**src/hw/rtl/stt_pkg.sv**
```systemverilog
// Shared types and constants of the software timer table.
package stt_pkg;

	localparam int unsigned RESULT_LIMIT = 16;
	localparam int unsigned RES_IDX_W = $clog2(RESULT_LIMIT);
	localparam int unsigned RES_CNT_W = $clog2(RESULT_LIMIT + 1);
	localparam int unsigned USE_W = 5;

	localparam logic [1:0] FUNC_START = 2'd0;
	localparam logic [1:0] FUNC_STOP  = 2'd1;
	localparam logic [1:0] FUNC_TICK  = 2'd2;

	localparam logic [1:0] ST_OK       = 2'd0;
	localparam logic [1:0] ST_FULL     = 2'd1;
	localparam logic [1:0] ST_NULL     = 2'd2;
	localparam logic [1:0] ST_NOTFOUND = 2'd3;

	typedef struct packed {
		logic [1:0]  func;
		logic [7:0]  task_id;
		logic [15:0] period;
		logic        repeating;
	} req_t;

	typedef struct packed {
		logic [1:0]       status;
		logic             fired;
		logic [7:0]       fired_task;
		logic             last;
		logic [USE_W-1:0] entries_in_use;
	} rsp_t;

	typedef struct packed {
		logic [7:0]  tid;
		logic [15:0] period;
		logic [15:0] elapsed;
		logic        rep;
	} entry_t;

endpackage

```
**src/hw/rtl/stt_entry_ram.sv**
```systemverilog
// Timer entry memory: one write port, one read port with registered read data.
module stt_entry_ram #(
	parameter int unsigned DEPTH = 16,
	parameter int unsigned IDX_W = 4
) (
	input  logic                clk,
	input  logic                rd_en,
	input  logic [IDX_W-1:0]    rd_addr,
	output stt_pkg::entry_t     rd_data,
	input  logic                wr_en,
	input  logic [IDX_W-1:0]    wr_addr,
	input  stt_pkg::entry_t     wr_data
);

	stt_pkg::entry_t mem [DEPTH];

	always_ff @(posedge clk) begin
		if (wr_en) begin
			mem[wr_addr] <= wr_data;
		end
	end

	always_ff @(posedge clk) begin
		if (rd_en) begin
			rd_data <= mem[rd_addr];
		end
	end

endmodule

```
**src/hw/rtl/stt_result_buf.sv**
```systemverilog
// Buffer of task ids that fired during one tick, held until the walk is done.
module stt_result_buf (
	input  logic                             clk,
	input  logic                             wr_en,
	input  logic [stt_pkg::RES_IDX_W-1:0]    wr_idx,
	input  logic [7:0]                       wr_task,
	input  logic [stt_pkg::RES_IDX_W-1:0]    rd_idx,
	output logic [7:0]                       rd_task
);

	logic [7:0] task_q [stt_pkg::RESULT_LIMIT];

	always_ff @(posedge clk) begin
		if (wr_en) begin
			task_q[wr_idx] <= wr_task;
		end
	end

	assign rd_task = task_q[rd_idx];

endmodule

```
**src/hw/rtl/software_timer_table.sv**
```systemverilog
// Software timer table: sequencer around the entry memory and the result buffer.
//
// Requests enter on req (valid/ready) and results leave on rsp (valid/ready).
// A start request writes one entry and its single result is loaded in the emit
// state that follows acceptance. A stop request reads the table one entry per
// cycle until it finds the id; its result is loaded once the scan ends, after
// a move state when the last entry moves into the freed slot. A tick examines
// each entry once, one per cycle through the one read port of the entry memory,
// updating its counter and firing it when the counter reaches its period; a
// fired one-shot entry is replaced by the last entry, read in that same cycle
// and examined next. Its results follow one per cycle while the receiver takes
// them, starting once the walk is done, since each carries the final
// entry count. Only one request is in flight; req_ready is high while the block
// is idle, and a new transaction is taken while the last result still waits in
// the output register. A stalled receiver holds the output register and the
// walk's result emission; nothing is dropped. Reset empties the table and sets
// the tick resolution to one; the tick resolution may be written through
// cfg_we/cfg_data whenever the block is idle.
module software_timer_table #(
	parameter int unsigned MAX_TIMERS = 16
) (
	input  logic            clk,
	input  logic            arst_n,
	input  logic            req_valid,
	output logic            req_ready,
	input  stt_pkg::req_t   req,
	output logic            rsp_valid,
	input  logic            rsp_ready,
	output stt_pkg::rsp_t   rsp,
	input  logic            cfg_we,
	input  logic [15:0]     cfg_data
);

	localparam int unsigned CNT_W = $clog2(MAX_TIMERS + 1);
	localparam int unsigned IDX_W = (MAX_TIMERS > 1) ? $clog2(MAX_TIMERS) : 1;

	typedef enum logic [2:0] {
		S_IDLE,
		S_STOP_SCAN,
		S_STOP_MOVE,
		S_TICK,
		S_EMIT
	} state_t;

	state_t                          state_q;
	logic [CNT_W-1:0]                count_q;
	logic [15:0]                     tick_res_q;
	logic [7:0]                      task_q;
	logic [IDX_W-1:0]                idx_q;
	logic [1:0]                      status_q;
	logic [stt_pkg::RES_CNT_W-1:0]   nres_q;
	logic [stt_pkg::RES_IDX_W-1:0]   ptr_q;
	logic                            rsp_valid_q;
	stt_pkg::rsp_t                   rsp_q;

	logic                            rd_en;
	logic [IDX_W-1:0]                rd_addr;
	stt_pkg::entry_t                 rd_data;
	logic                            wr_en;
	logic [IDX_W-1:0]                wr_addr;
	stt_pkg::entry_t                 wr_data;

	logic                            buf_we;
	logic [7:0]                      buf_task;

	logic [15:0]                     el_c;
	logic                            hit_c;
	logic                            at_end_c;
	logic [CNT_W-1:0]                dec_cnt_c;
	logic                            moved_c;
	logic                            full_c;
	logic                            load_c;
	stt_pkg::rsp_t                   res_c;
	logic                            res_last_c;

	assign req_ready = (state_q == S_IDLE);
	assign rsp_valid = rsp_valid_q;
	assign rsp       = rsp_q;

	assign el_c      = rd_data.elapsed + tick_res_q;
	assign hit_c     = (el_c == rd_data.period);
	assign at_end_c  = ((CNT_W'(idx_q) + CNT_W'(1)) == count_q);
	assign dec_cnt_c = count_q - CNT_W'(1);
	// The current slot is not the last one, so a removal pulls in the last entry.
	assign moved_c   = !at_end_c;
	assign full_c    = (count_q >= CNT_W'(MAX_TIMERS));
	assign buf_we    = (state_q == S_TICK) && hit_c &&
	                   (nres_q < stt_pkg::RES_CNT_W'(stt_pkg::RESULT_LIMIT));

	stt_entry_ram #(
		.DEPTH(MAX_TIMERS),
		.IDX_W(IDX_W)
	) u_ram (
		.clk     (clk),
		.rd_en   (rd_en),
		.rd_addr (rd_addr),
		.rd_data (rd_data),
		.wr_en   (wr_en),
		.wr_addr (wr_addr),
		.wr_data (wr_data)
	);

	stt_result_buf u_buf (
		.clk     (clk),
		.wr_en   (buf_we),
		.wr_idx  (nres_q[stt_pkg::RES_IDX_W-1:0]),
		.wr_task (rd_data.tid),
		.rd_idx  (ptr_q),
		.rd_task (buf_task)
	);

	// Memory access control.
	always_comb begin
		rd_en   = 1'b0;
		rd_addr = '0;
		wr_en   = 1'b0;
		wr_addr = idx_q;
		wr_data = rd_data;
		unique case (state_q)
			S_IDLE: begin
				if (req_valid) begin
					if (req.func == stt_pkg::FUNC_START) begin
						if (!full_c && (req.task_id != 8'd0)) begin
							wr_en   = 1'b1;
							wr_addr = count_q[IDX_W-1:0];
							wr_data = '{tid: req.task_id, period: req.period,
							            elapsed: 16'd0, rep: req.repeating};
						end
					end else if (req.func == stt_pkg::FUNC_STOP) begin
						rd_en = (req.task_id != 8'd0) && (count_q != '0);
					end else if (req.func == stt_pkg::FUNC_TICK) begin
						rd_en = (count_q != '0);
					end
				end
			end
			S_STOP_SCAN: begin
				if (rd_data.tid == task_q) begin
					rd_en   = moved_c;
					rd_addr = dec_cnt_c[IDX_W-1:0];
				end else if (!at_end_c) begin
					rd_en   = 1'b1;
					rd_addr = idx_q + IDX_W'(1);
				end
			end
			S_STOP_MOVE: begin
				wr_en = 1'b1;
			end
			S_TICK: begin
				if (hit_c && !rd_data.rep) begin
					rd_en   = moved_c;
					rd_addr = dec_cnt_c[IDX_W-1:0];
				end else begin
					wr_en   = 1'b1;
					wr_data = '{tid: rd_data.tid, period: rd_data.period,
					            elapsed: hit_c ? 16'd0 : el_c, rep: rd_data.rep};
					rd_en   = !at_end_c;
					rd_addr = idx_q + IDX_W'(1);
				end
			end
			S_EMIT: begin
				rd_en = 1'b0;
			end
			default: begin
				rd_en = 1'b0;
			end
		endcase
	end

	// Next result to load while emitting.
	always_comb begin
		res_last_c = (nres_q == '0) ||
		             ((stt_pkg::RES_CNT_W'(ptr_q) + stt_pkg::RES_CNT_W'(1)) == nres_q);
		res_c.status         = (nres_q == '0) ? status_q : stt_pkg::ST_OK;
		res_c.fired          = (nres_q != '0);
		res_c.fired_task     = (nres_q != '0) ? buf_task : 8'd0;
		res_c.last           = res_last_c;
		res_c.entries_in_use = stt_pkg::USE_W'(count_q);
	end

	assign load_c = (state_q == S_EMIT) && (!rsp_valid_q || rsp_ready);

	always_ff @(posedge clk or negedge arst_n) begin
		if (!arst_n) begin
			state_q     <= S_IDLE;
			count_q     <= '0;
			tick_res_q  <= 16'd1;
			rsp_valid_q <= 1'b0;
			nres_q      <= '0;
			ptr_q       <= '0;
			idx_q       <= '0;
			status_q    <= stt_pkg::ST_OK;
			task_q      <= 8'd0;
		end else begin
			if (cfg_we) begin
				tick_res_q <= cfg_data;
			end
			if (rsp_valid_q && rsp_ready) begin
				rsp_valid_q <= 1'b0;
			end
			if (load_c) begin
				rsp_q       <= res_c;
				rsp_valid_q <= 1'b1;
			end
			unique case (state_q)
				S_IDLE: begin
					if (req_valid) begin
						task_q   <= req.task_id;
						idx_q    <= '0;
						nres_q   <= '0;
						ptr_q    <= '0;
						status_q <= stt_pkg::ST_OK;
						state_q  <= S_EMIT;
						if (req.func == stt_pkg::FUNC_START) begin
							if (full_c) begin
								status_q <= stt_pkg::ST_FULL;
							end else if (req.task_id == 8'd0) begin
								status_q <= stt_pkg::ST_NULL;
							end else begin
								count_q <= count_q + CNT_W'(1);
							end
						end else if (req.func == stt_pkg::FUNC_STOP) begin
							if (req.task_id == 8'd0) begin
								status_q <= stt_pkg::ST_NULL;
							end else if (count_q == '0) begin
								status_q <= stt_pkg::ST_NOTFOUND;
							end else begin
								state_q <= S_STOP_SCAN;
							end
						end else if (req.func == stt_pkg::FUNC_TICK) begin
							if (count_q != '0) begin
								state_q <= S_TICK;
							end
						end
					end
				end
				S_STOP_SCAN: begin
					if (rd_data.tid == task_q) begin
						count_q <= dec_cnt_c;
						state_q <= moved_c ? S_STOP_MOVE : S_EMIT;
					end else if (at_end_c) begin
						status_q <= stt_pkg::ST_NOTFOUND;
						state_q  <= S_EMIT;
					end else begin
						idx_q <= idx_q + IDX_W'(1);
					end
				end
				S_STOP_MOVE: begin
					state_q <= S_EMIT;
				end
				S_TICK: begin
					if (buf_we) begin
						nres_q <= nres_q + stt_pkg::RES_CNT_W'(1);
					end
					if (hit_c && !rd_data.rep) begin
						// Slot is examined again with the former last entry.
						count_q <= dec_cnt_c;
						if (!moved_c) begin
							state_q <= S_EMIT;
						end
					end else if (at_end_c) begin
						state_q <= S_EMIT;
					end else begin
						idx_q <= idx_q + IDX_W'(1);
					end
				end
				S_EMIT: begin
					if (load_c) begin
						if (res_last_c) begin
							state_q <= S_IDLE;
						end else begin
							ptr_q <= ptr_q + stt_pkg::RES_IDX_W'(1);
						end
					end
				end
				default: begin
					state_q <= S_IDLE;
				end
			endcase
		end
	end

endmodule

```
**config.mk**
```make
export PLATFORM = sky130hd
export DESIGN_NAME = software_timer_table
export DESIGN_NICKNAME = d
export VERILOG_FILES = /design/src/hw/rtl/stt_pkg.sv /design/src/hw/rtl/stt_entry_ram.sv /design/src/hw/rtl/stt_result_buf.sv /design/src/hw/rtl/software_timer_table.sv
export SDC_FILE = /design/constraint.sdc
export NUM_CORES = 1
export LEC_CHECK = 0
export ABC_AREA = 1
export BUFFER_PORTS_ARGS = -buffer_cell sky130_fd_sc_hd__buf_4
export CORE_MARGIN = 2
export CORE_UTILIZATION = 55
export DETAILED_ROUTE_END_ITERATION = 10
export PLACE_DENSITY = 0.71
export SYNTH_ARGS = -nofsm -noshare
export SYNTH_HDL_FRONTEND = slang
export SYNTH_SLANG_ARGS = --single-unit
```
**constraint.sdc**
```tcl
create_clock -name clk -period 6.4 [get_ports clk]
set_input_delay 0.32 -clock clk [delete_from_list [all_inputs] [get_ports clk]]
set_output_delay 0.32 -clock clk [all_outputs]
set_load 0.02 [all_outputs]
```
# After elaboration in Yosys (flattened, before gate mapping)
# Memories as Yosys holds them, arrays and structs flattened. A register that Yosys moved wholly into a read port is not among the register bits.
# Cells that the tools add are included.
# Widths: inputs -> output; s select.
# totals
word_cells	156
inputBits	48
reg_bits	57
mem_bits_rw	784
out_inout_bits	19
n_memories	2
# memory_table
memory	words	width	read_ports	rd_clocked_by_memory_dff	write_ports	line_no	text
u_ram.mem	16	41	1	1	1	stt_entry_ram.sv:15	stt_pkg::entry_t mem [DEPTH];
u_buf.task_q	16	8	1	1	1	stt_result_buf.sv:11	logic [7:0] task_q [stt_pkg::RESULT_LIMIT];
# op_classes
eq_ne	23
add_sub_neg	8
reduce_logical	35
muxes	73
order_cmp	2
# op_table
cell	count
$mux 41	3
$pmux 41 s2	1
$mux 4	13
$mux 5	8
$mux 3	12
$ne 2x2->1 const B	11
$mux 2	9
$mux 17	1
$add 16x16->16	1
$eq 16x16->1	1
$mux 1	16
$mux 16	1
$pmux 4 s2	2
$pmux 3 s5	1
$pmux 5 s3	1
$pmux 4 s3	1
$reduce_and 4->1	3
$add 4x1->5 const B	2
$add 5x1->5 const B	2
$eq 5x5->1	2
$logic_not 5->1	2
$pmux 5 s2	1
$reduce_bool 5->1	2
$add 4x1->4 const B	2
other kinds (24)	43

# Longest topological paths before layout
# Gate-level depths: netlist of the first run.
# logic_depth
depth_word	9
depth_mapped	28
mapped_depth_nobuf	26

# Hierarchy
# Synthesis of the first run repeated with hierarchy kept, for this count alone.
# unflattened
cells_unflattened	4143
hier_area_um2	40930.5
# modules_own_cells
mod	instances	area_each_um2	cells_per_inst	seq_area_each_um2
stt_entry_ram	1	29510.8	2708	20930.1
software_timer_table	1	5813.1	892	1712.9
stt_result_buf	1	5606.6	543	3843.7

# Least setup slack after synthesis of the first run
# OpenSTA, ideal clock, no wires.
# synth_timing
kind	reg2reg
startpoint	register tick_res_q[0]
endpoint	memory u_ram.mem[0][0] in the netlist's numbering (enable)
setup_time_ps	490
required_time_ps	5910
n_path_buf	0
path_slack_ps	531
synth_period_minus_slack_ps	5869
arrival_time_ps	5379
stages_incl_launch_ff	21
path_cell_list	dfstp_2 -> ha_1 -> inv_1 -> fa_1 -> inv_1 -> nand2_1 -> nand2_1 -> nand3_2 -> nand2_1 -> nand2_1 -> nand3_1 -> nand3_2 -> nand2_1 -> nor2_4 -> nand3_4 -> nor2_8 -> nand2_1 -> nand2_1 -> nand3_1 -> nand3_1 -> nor3_1
# synth_via
elab_chain_len	7
# synth_rtl
element	line_no	text
from (decl)	software_timer_table.sv:47	logic [15:0] tick_res_q;
from (signal assigned)	software_timer_table.sv:195	tick_res_q <= cfg_data;
$add 16x16->16	software_timer_table.sv:80	assign el_c = rd_data.elapsed + tick_res_q;
$eq 16x16->1	software_timer_table.sv:81	assign hit_c = (el_c == rd_data.period);
$logic_and 1x1->1	software_timer_table.sv:149	if (hit_c && !rd_data.rep) begin
$mux 1	software_timer_table.sv:149	
$pmux 1 s3	software_timer_table.sv:119	unique case (state_q)
$mux 1	stt_entry_ram.sv:18	if (wr_en) begin
$mux 1 (implied by the code)	stt_entry_ram.sv:19	mem[wr_addr] <= wr_data;
to (decl)	stt_entry_ram.sv:15	
# No other way between the ends.

# Worst setup path in the final report of the first run
# layout_timing
startpoint	register tick_res_q[0]
endpoint	register, netlist name u_ram.rd_data[1]
# layout_via
elab_chain_len	5
# layout_rtl
element	line_no
$add 16x16->16	software_timer_table.sv:80
$eq 16x16->1	software_timer_table.sv:81
$logic_and 1x1->1	software_timer_table.sv:149
$mux 4	software_timer_table.sv:149
$pmux 4 s2	software_timer_table.sv:119
# No other way between the ends.
# A chain may end at the register's enable or synchronous reset.

==> out/summary.txt, run 1 <==
Asr flop ratio synth = 0.05393
Crit path buffers/inverters = 4
# rows = 99
Yosys reg bits = 890
Clk sinks = 890
Vias = 28530
Latest clock arrival within the worst-skew pair = 0.66 ns
Final worst path period share = 0.8038
Longest Clk Path Bufs = 3
Max IR drop VDD = 0.4087 mV
Total GRT Usage = 0.2795
Placement Cell Area = 41620 µm²
Clk pwr share = 0.322
Clock Skew = 0.03256 ns
Antenna Cells = 0
RSZ-0062 raised after global routing = false
Syn_area_per_cell = 10.44 µm²
Top delay family on crit path = simple AND/OR/NAND/NOR gates
Cells after DPL = 4745
Setup Viol. Count Final = 0
Clock root buffer = clkbuf_16
CTS resizes = 0
Largest cells by area after synthesis = edfxtp_1, nand3_1, nand2_1, inv_1, dfrtp_1
Port buffer count = 66
Critical Setup Path Class = reg -> reg
Min Tclk post-route = 5.144 ns
Die Area = 75140 µm²
Sequential Power Share = 0.451
Initial Utilization = 0.5528
CP Max Fanout = 69
Final ANT Viol Nets = 0
Die X-Extent = 274.1 µm
Crit path top cell by count = nand2_1
Hold_buf cts = 26
Final wirelength = 105.5 mm
Total power = 17.07 mW
Post-route setup TNS = 0 ns
FMAX = 0.1944 GHz
Worst rel slew slack = 0.2259
Max Cap Violations = 0
FILL cells = 5720
Post-CTS setup buffer count = 0
Design area = 45000 µm²
Worst Hold Class = in -> reg
Pre-antenna DRT Iters = 9
Post-synthesis cell type count = 52
DRC viols = 0
DP HPWL = 56.39 mm
Nets = 3978
Combinational share of power = 0.227
Initial antenna violation count = 2
Sw Ratio = 0.3139
GR Overflow Total = 0
Die Y = 274.1 µm
TritonCTS clock tree = yes
Placer Congestion = 0.9656
Yosys warns = 0
CTS clk-pin slew, worst paths = 0.06 ns
Net Switching = 5.359 mW
Fin. Hold Viols = 0
Top FF cell, synth = edfxtp_1
Share of layout cells above drive strength 1 = 0.09118
H-tree depth = 3
Post-synthesis sequential area ratio = 0.6600
CP Launch Type = register
Most frequent cell after synthesis = nand2_1
Synth Instances = 3845
Nature of the critical path endpoint = register
Worst EP required = 6.79 ns
CP arrival = 5.53 ns
First-pass GRT wire length = 158.5 mm
Post-Syn Area = 40130 µm²
Top post-synthesis cells by count = nand2_1, edfxtp_1, nand3_1
Post-Syn Nets = 3917
IO Pins = 67
Number of global-route vias before repair = 26900
Area fraction of the dominant cell type after synthesis = 0.6301
Crit path cell chain = ha_1, inv_1, fa_1, inv_1, nand2_1, nand2_1, nand3_2, nand2_1, nand2_1, nand2_1, nand2_1, nand3_2, nand2_1, nor2_4, nand3_4, nor2_8, nand3_4, nand2_1, inv_1, o21ai_4, buf_4, nand3_1, nand3_1, nand2_1
Design internal power = 11.72 mW
Number of synthesized flops with an enable pin = 842
Pwr dens = 379.5 nW/µm²
Routed len/inst = 21.35 µm
Pin count of the biggest net entering global routing = 189
Largest stage delay on the critical path = 0.95 ns
Final Util = 0.6199
Status = finished clean
Post-synth top area cell = edfxtp_1
Finished Layout Cells = 4940
Pleak = 18.11 nW
Total core area = 72590 µm²
Drt via density = 5.776
Num CTS Buffers = 92
Worst slew pin tran = 1.161 ns
Area grow syn2layout = 12.13%
Drt initial violations = 3398
Crit-path slowest cell = buf_4
Max-slew violations = 0
layer usage:
layer  vias up  routed length [µm]  track usage
li1      13210                   -            -
met4         2                3665       0.1098
met2      1422               49180       0.4451
met1     13660               42790       0.3844
met3       234                9826      0.04992
met5         -                  12            0
state kept, by name (all words and copies together), names as in the netlist, 5 cells and up:
name,cells
u_buf.task_q,128
tick_res_q,16
u_ram.rd_data,41
count_q,5
u_ram.mem,656
rsp,17
task_q,8
nres_q,5
path summary, 6_finish.rpt:
path	from	to	slack, ns	depth (start not counted)
min in group asynchronous	arst_n	ptr_q[3]$_DFFE_PN0P_	0.28	2
min	req_valid	state_q[2]$_DFFE_PN0P_	0.02	3
max	tick_res_q[0]$_DFFE_PN1P_	u_ram.rd_data[1]$_DFFE_PP_	1.26	24
max reg2reg	tick_res_q[0]$_DFFE_PN1P_	u_ram.rd_data[1]$_DFFE_PP_	1.26	24
min reg2reg	task_q[4]$_DFFE_PN0P_	task_q[4]$_DFFE_PN0P_	0.50	2
max in group asynchronous	arst_n	ptr_q[0]$_DFFE_PN0P_	5.59	2
cell type report:
class	count	area, µm²	area share
sequential	890	26490	0.5886
clock inverter	50	621.8	0.01382
tap	959	1200	0.02667
timing repair buffer	173	1489	0.03309
multi-input combinational	2289	10970	0.2438
inverter	460	1733	0.03851
clock buffer	119	2496	0.05547
logic make-up after synthesis:
| kind of cell | Yosys count | synth area share |
|---|---|---|
| adders and majority gates | 24 | 0.007670 |
| DFF | 890 | 0.6600 |
| buffers and inverters | 666 | 0.07124 |
| AOI/OAI and AO/OA | 209 | 0.03012 |
| muxes | 31 | 0.008200 |
| and+or+nand+nor | 2011 | 0.2197 |
| xor gates and xnor gates | 14 | 0.003055 |
stage by stage:
stage | hold WS (ns) | setup slack (ns)
2_1_floorplan | 0.02441 | 0.5312
3_3_place_gp | 0.4247 | 1.536
3_5_place_dp | 0.4281 | 1.394
4_1_cts | 0.0009612 | 1.340
5_1_grt | 0.02843 | 0.9603
6_report | 0.02460 | 1.256
tightest hold or removal path: stages:
cell,delay [ns]
buf_4,0.10
nor2_1,0.07
o21ai_0,0.15
power by group through the flow:
stage / registers, mW / logic [mW] / clock network, mW
final: 7.69 / 3.88 / 5.50
after CTS: 7.69 / 3.84 / 5.55
after global routing: 7.72 / 4.27 / 5.79
after detailed placement: 7.81 / 3.80 / 0
after floorplan: 7.68 / 2.55 / 0
after global placement: 7.80 / 3.74 / 0
placed cells by master, fill, tap and decap left out, types with 15 or more instances in the layout:
cell           count
nor3_1            18
buf_4            137
edfxtp_1         842
dlygate4sd3_1     26
inv_1            444
nor2_1           107
a21oi_1           51
nand2_1          991
o21ai_0           92
ha_1              23
dfrtp_1           46
nand3_1          823
mux2_2            15
clkbuf_1          20
o22ai_1           16
mux2i_1           16
clkinv_1          21
clkbuf_16         94
Power figures use the tool's default switching activity.
==> run 2, diff against run 1 <==
Clock period 6.4 ns to 4.8 ns, I/O delays scaled along.
==> run 2 against run 1 <==
Critical path depth grew 2. Final cell count grew 0.91%. Highest routed layer is now met4. Die area is the same. First-iteration DRC count up 11%.
==> out/summary.txt, run 2 (synthesized netlist as in run 1, its figures left out) <==
Status = finished clean (unchanged)
Longest Clk Path Bufs = 3 (unchanged)
Num CTS Buffers = 91 (was 92)
RSZ-0062 raised after global routing = false (unchanged)
Clock root buffer = clkbuf_16 (unchanged)
Final worst path period share = 0.9066 (was 0.8038)
CP arrival = 4.71 ns (was 5.53 ns)
Max Cap Violations = 0 (unchanged)
Hold Path End = tick_res_q[1]$_DFFE_PN0P_ (was state_q[2]$_DFFE_PN0P_)
Clock Skew = 0.02367 ns (was 0.03256 ns)
Largest register FFs = 656 (unchanged)
Setup Viol. Count Final = 0 (unchanged)
Fin. Hold Viols = 0 (unchanged)
Final ANT Viol Nets = 0 (unchanged)
Worst slew pin tran = 1.045 ns (was 1.161 ns)
Largest regs = u_ram.mem: 656 flops, u_buf.task_q: 128 flops, u_ram.rd_data: 41 flops (unchanged)
Worst EP required = 5.16 ns (was 6.79 ns)
Drt initial violations = 3768 (was 3398)
CP Launch Type = register (unchanged)
Min Tclk post-route = 4.352 ns (was 5.144 ns)
Die X-Extent = 274.1 µm (unchanged)
Worst rel slew slack = 0.2985 (was 0.2259)
Initial antenna violation count = 0 (was 2)
TritonCTS clock tree = yes (unchanged)
Worst Hold Class = in -> reg (unchanged)
Routed len/inst = 21.23 µm (was 21.35 µm)
Final wirelength = 105.8 mm (was 105.5 mm)
# rows = 99 (unchanged)
GR Overflow Total = 0 (unchanged)
Hold depth = 2 (was 3)
Total GRT Usage = 0.2822 (was 0.2795)
Reg2Reg Launch Point = tick_res_q[0]$_DFFE_PN1P_ (unchanged)
Latest clock arrival within the worst-skew pair = 0.65 ns (was 0.66 ns)
R2r worst-path depth = 26 (was 24)
Die Y = 274.1 µm (unchanged)
Pwr dens = 498.9 nW/µm² (was 379.5 nW/µm²)
H-tree depth = 3 (unchanged)
Post-route setup TNS = 0 ns (unchanged)
Max-slew violations = 0 (unchanged)
Pin count of the biggest net entering global routing = 105 (was 189)
Port buffer count = 66 (unchanged)
Area grow syn2layout = 13.61% (was 12.13%)
Nets = 4024 (was 3978)
Pre-antenna DRT Iters = 6 (was 9)
Final Util = 0.6281 (was 0.6199)
Top reg by flops = u_ram.mem (unchanged)
Die Area = 75140 µm² (unchanged)
Nature of the critical path endpoint = register (unchanged)
IO Pins = 67 (unchanged)
Initial Utilization = 0.5528 (unchanged)
CTS clk-pin slew, worst paths = 0.06 ns (about the same)
FMAX = 0.2298 GHz (was 0.1944 GHz)
Clk sinks = 890 (unchanged)
Most frequent cells in the layout = nand2_1, edfxtp_1, nand3_1 (unchanged)
Share of layout cells above drive strength 1 = 0.09886 (was 0.09118)
Pleak = 18.41 nW (was 18.11 nW)
Critical Setup Path Class = reg -> reg (unchanged)
DRC viols = 0 (unchanged)
Drt via density = 5.790 (was 5.776)
Hold_sp = cfg_we (was req_valid)
Total core area = 72590 µm² (unchanged)
Number of global-route vias before repair = 27270 (was 26900)
Worst r2r dst = u_ram.rd_data[2]$_DFFE_PP_ (was u_ram.rd_data[1]$_DFFE_PP_)
CP Max Fanout = 50 (was 69)
Vias = 28870 (was 28530)
Antenna Cells = 0 (unchanged)
DP HPWL = 56.84 mm (was 56.39 mm)
Commonest non-fill, non-tap cell in the layout = nand2_1 (unchanged)
Post-CTS setup buffer count = 0 (unchanged)
Placer Congestion = 0.9125 (was 0.9656)
Max IR drop VDD = 0.5925 mV (was 0.4087 mV)
Worst reg-to-reg setup slack = 0.45 ns (was 1.26 ns)
First-pass GRT wire length = 160.6 mm (was 158.5 mm)
## run 2: report_power, final
| group | switching [mW] | total [mW] | internal (mW) |
|---|---|---|---|
| logic | 3.78 | 5.34 | 1.56 |
| clock network | 2.93 | 7.19 | 4.26 |
| registers | 0.405 | 10.2 | 9.81 |
## run 2: metrics by stage
stage                     total power, mW  cell area (µm²)  instances  setup slack, ns  hold slack [ns]
after floorplan                     13.64            40130       3845           -1.036         -0.05559
after CTS                           22.74            45590       4985           0.4604          0.01660
final                               22.75            45590       4985           0.4483          0.05174
after detailed placement            15.58            42270       4787           0.5218           0.3536
after global routing                23.69            45590       4985          0.06397          0.06631
after global placement              15.50            42270       4787           0.5375           0.3512
## run 2: layout make-up
cell class | instances | area, µm²
clock buffers | 119 | 2422
well taps | 959 | 1200
inverters | 460 | 1733
fillers | 5581 | 26990
multi-input cells | 2289 | 10980
clock inverters | 48 | 593.1
repair buffers | 220 | 2180
flip-flops and latches | 890 | 26490
## run 2: per-layer routing
| layer | track usage | up-vias | wire, µm |
|---|---|---|---|
| met2 | 0.4492 | 1497 | 49480 |
| met5 | 0 | - | 0 |
| li1 | - | 13310 | - |
| met4 | 0.1043 | 0 | 3391 |
| met3 | 0.04116 | 237 | 10220 |
| met1 | 0.3973 | 13820 | 42740 |
## run 2: what timing repair did
| item | CTS | global route |
|---|---|---|
| hold buffers | 31 | 0 |
| hold endpoints to repair | 77 | 0 |
| resized for setup | 0 | 0 |
## run 2: worst max path at each step
| stage | from | endpoint | slack [ns] | cells after the start |
|---|---|---|---|---|
| 5_1_grt | tick_res_q[0]$_DFFE_PN1P_ | u_ram.rd_data[35]$_DFFE_PP_ | 0.06 | 24 |
| 6_report | tick_res_q[0]$_DFFE_PN1P_ | u_ram.rd_data[2]$_DFFE_PP_ | 0.45 | 26 |
| 2_1_floorplan | tick_res_q[0]$_DFFE_PN1P_ | u_ram.mem[12][0]$_DFFE_PP_ | -1.04 | 20 |
| 3_5_place_dp | tick_res_q[0]$_DFFE_PN1P_ | u_ram.rd_data[2]$_DFFE_PP_ | 0.52 | 26 |
| 3_3_place_gp | tick_res_q[0]$_DFFE_PN1P_ | u_ram.rd_data[2]$_DFFE_PP_ | 0.54 | 22 |
| 4_1_cts | tick_res_q[0]$_DFFE_PN1P_ | u_ram.rd_data[2]$_DFFE_PP_ | 0.46 | 25 |
## run 2: critical path, cell delays in order (launching register included)
cell and delay [ns]:
dfstp_2 0.53, ha_1 0.18, inv_1 0.06, fa_1 0.38, inv_1 0.11, nand2_1 0.09, nand2_1 0.10, nand3_2 0.08
nand2_1 0.10, nand2_1 0.12, nand2_1 0.10, nand2_1 0.08, nand3_2 0.09, nand2_1 0.09, nor2_4 0.10, nand3_4 0.09
nor2_8 0.20, nand2_1 0.15, nand3_4 0.27, nand2_8 0.26, buf_12 0.28, nand2_1 0.09, nand2_1 0.05, nand2_1 0.05
nand3_1 0.09, nand3_1 0.12, nand2_1 0.13
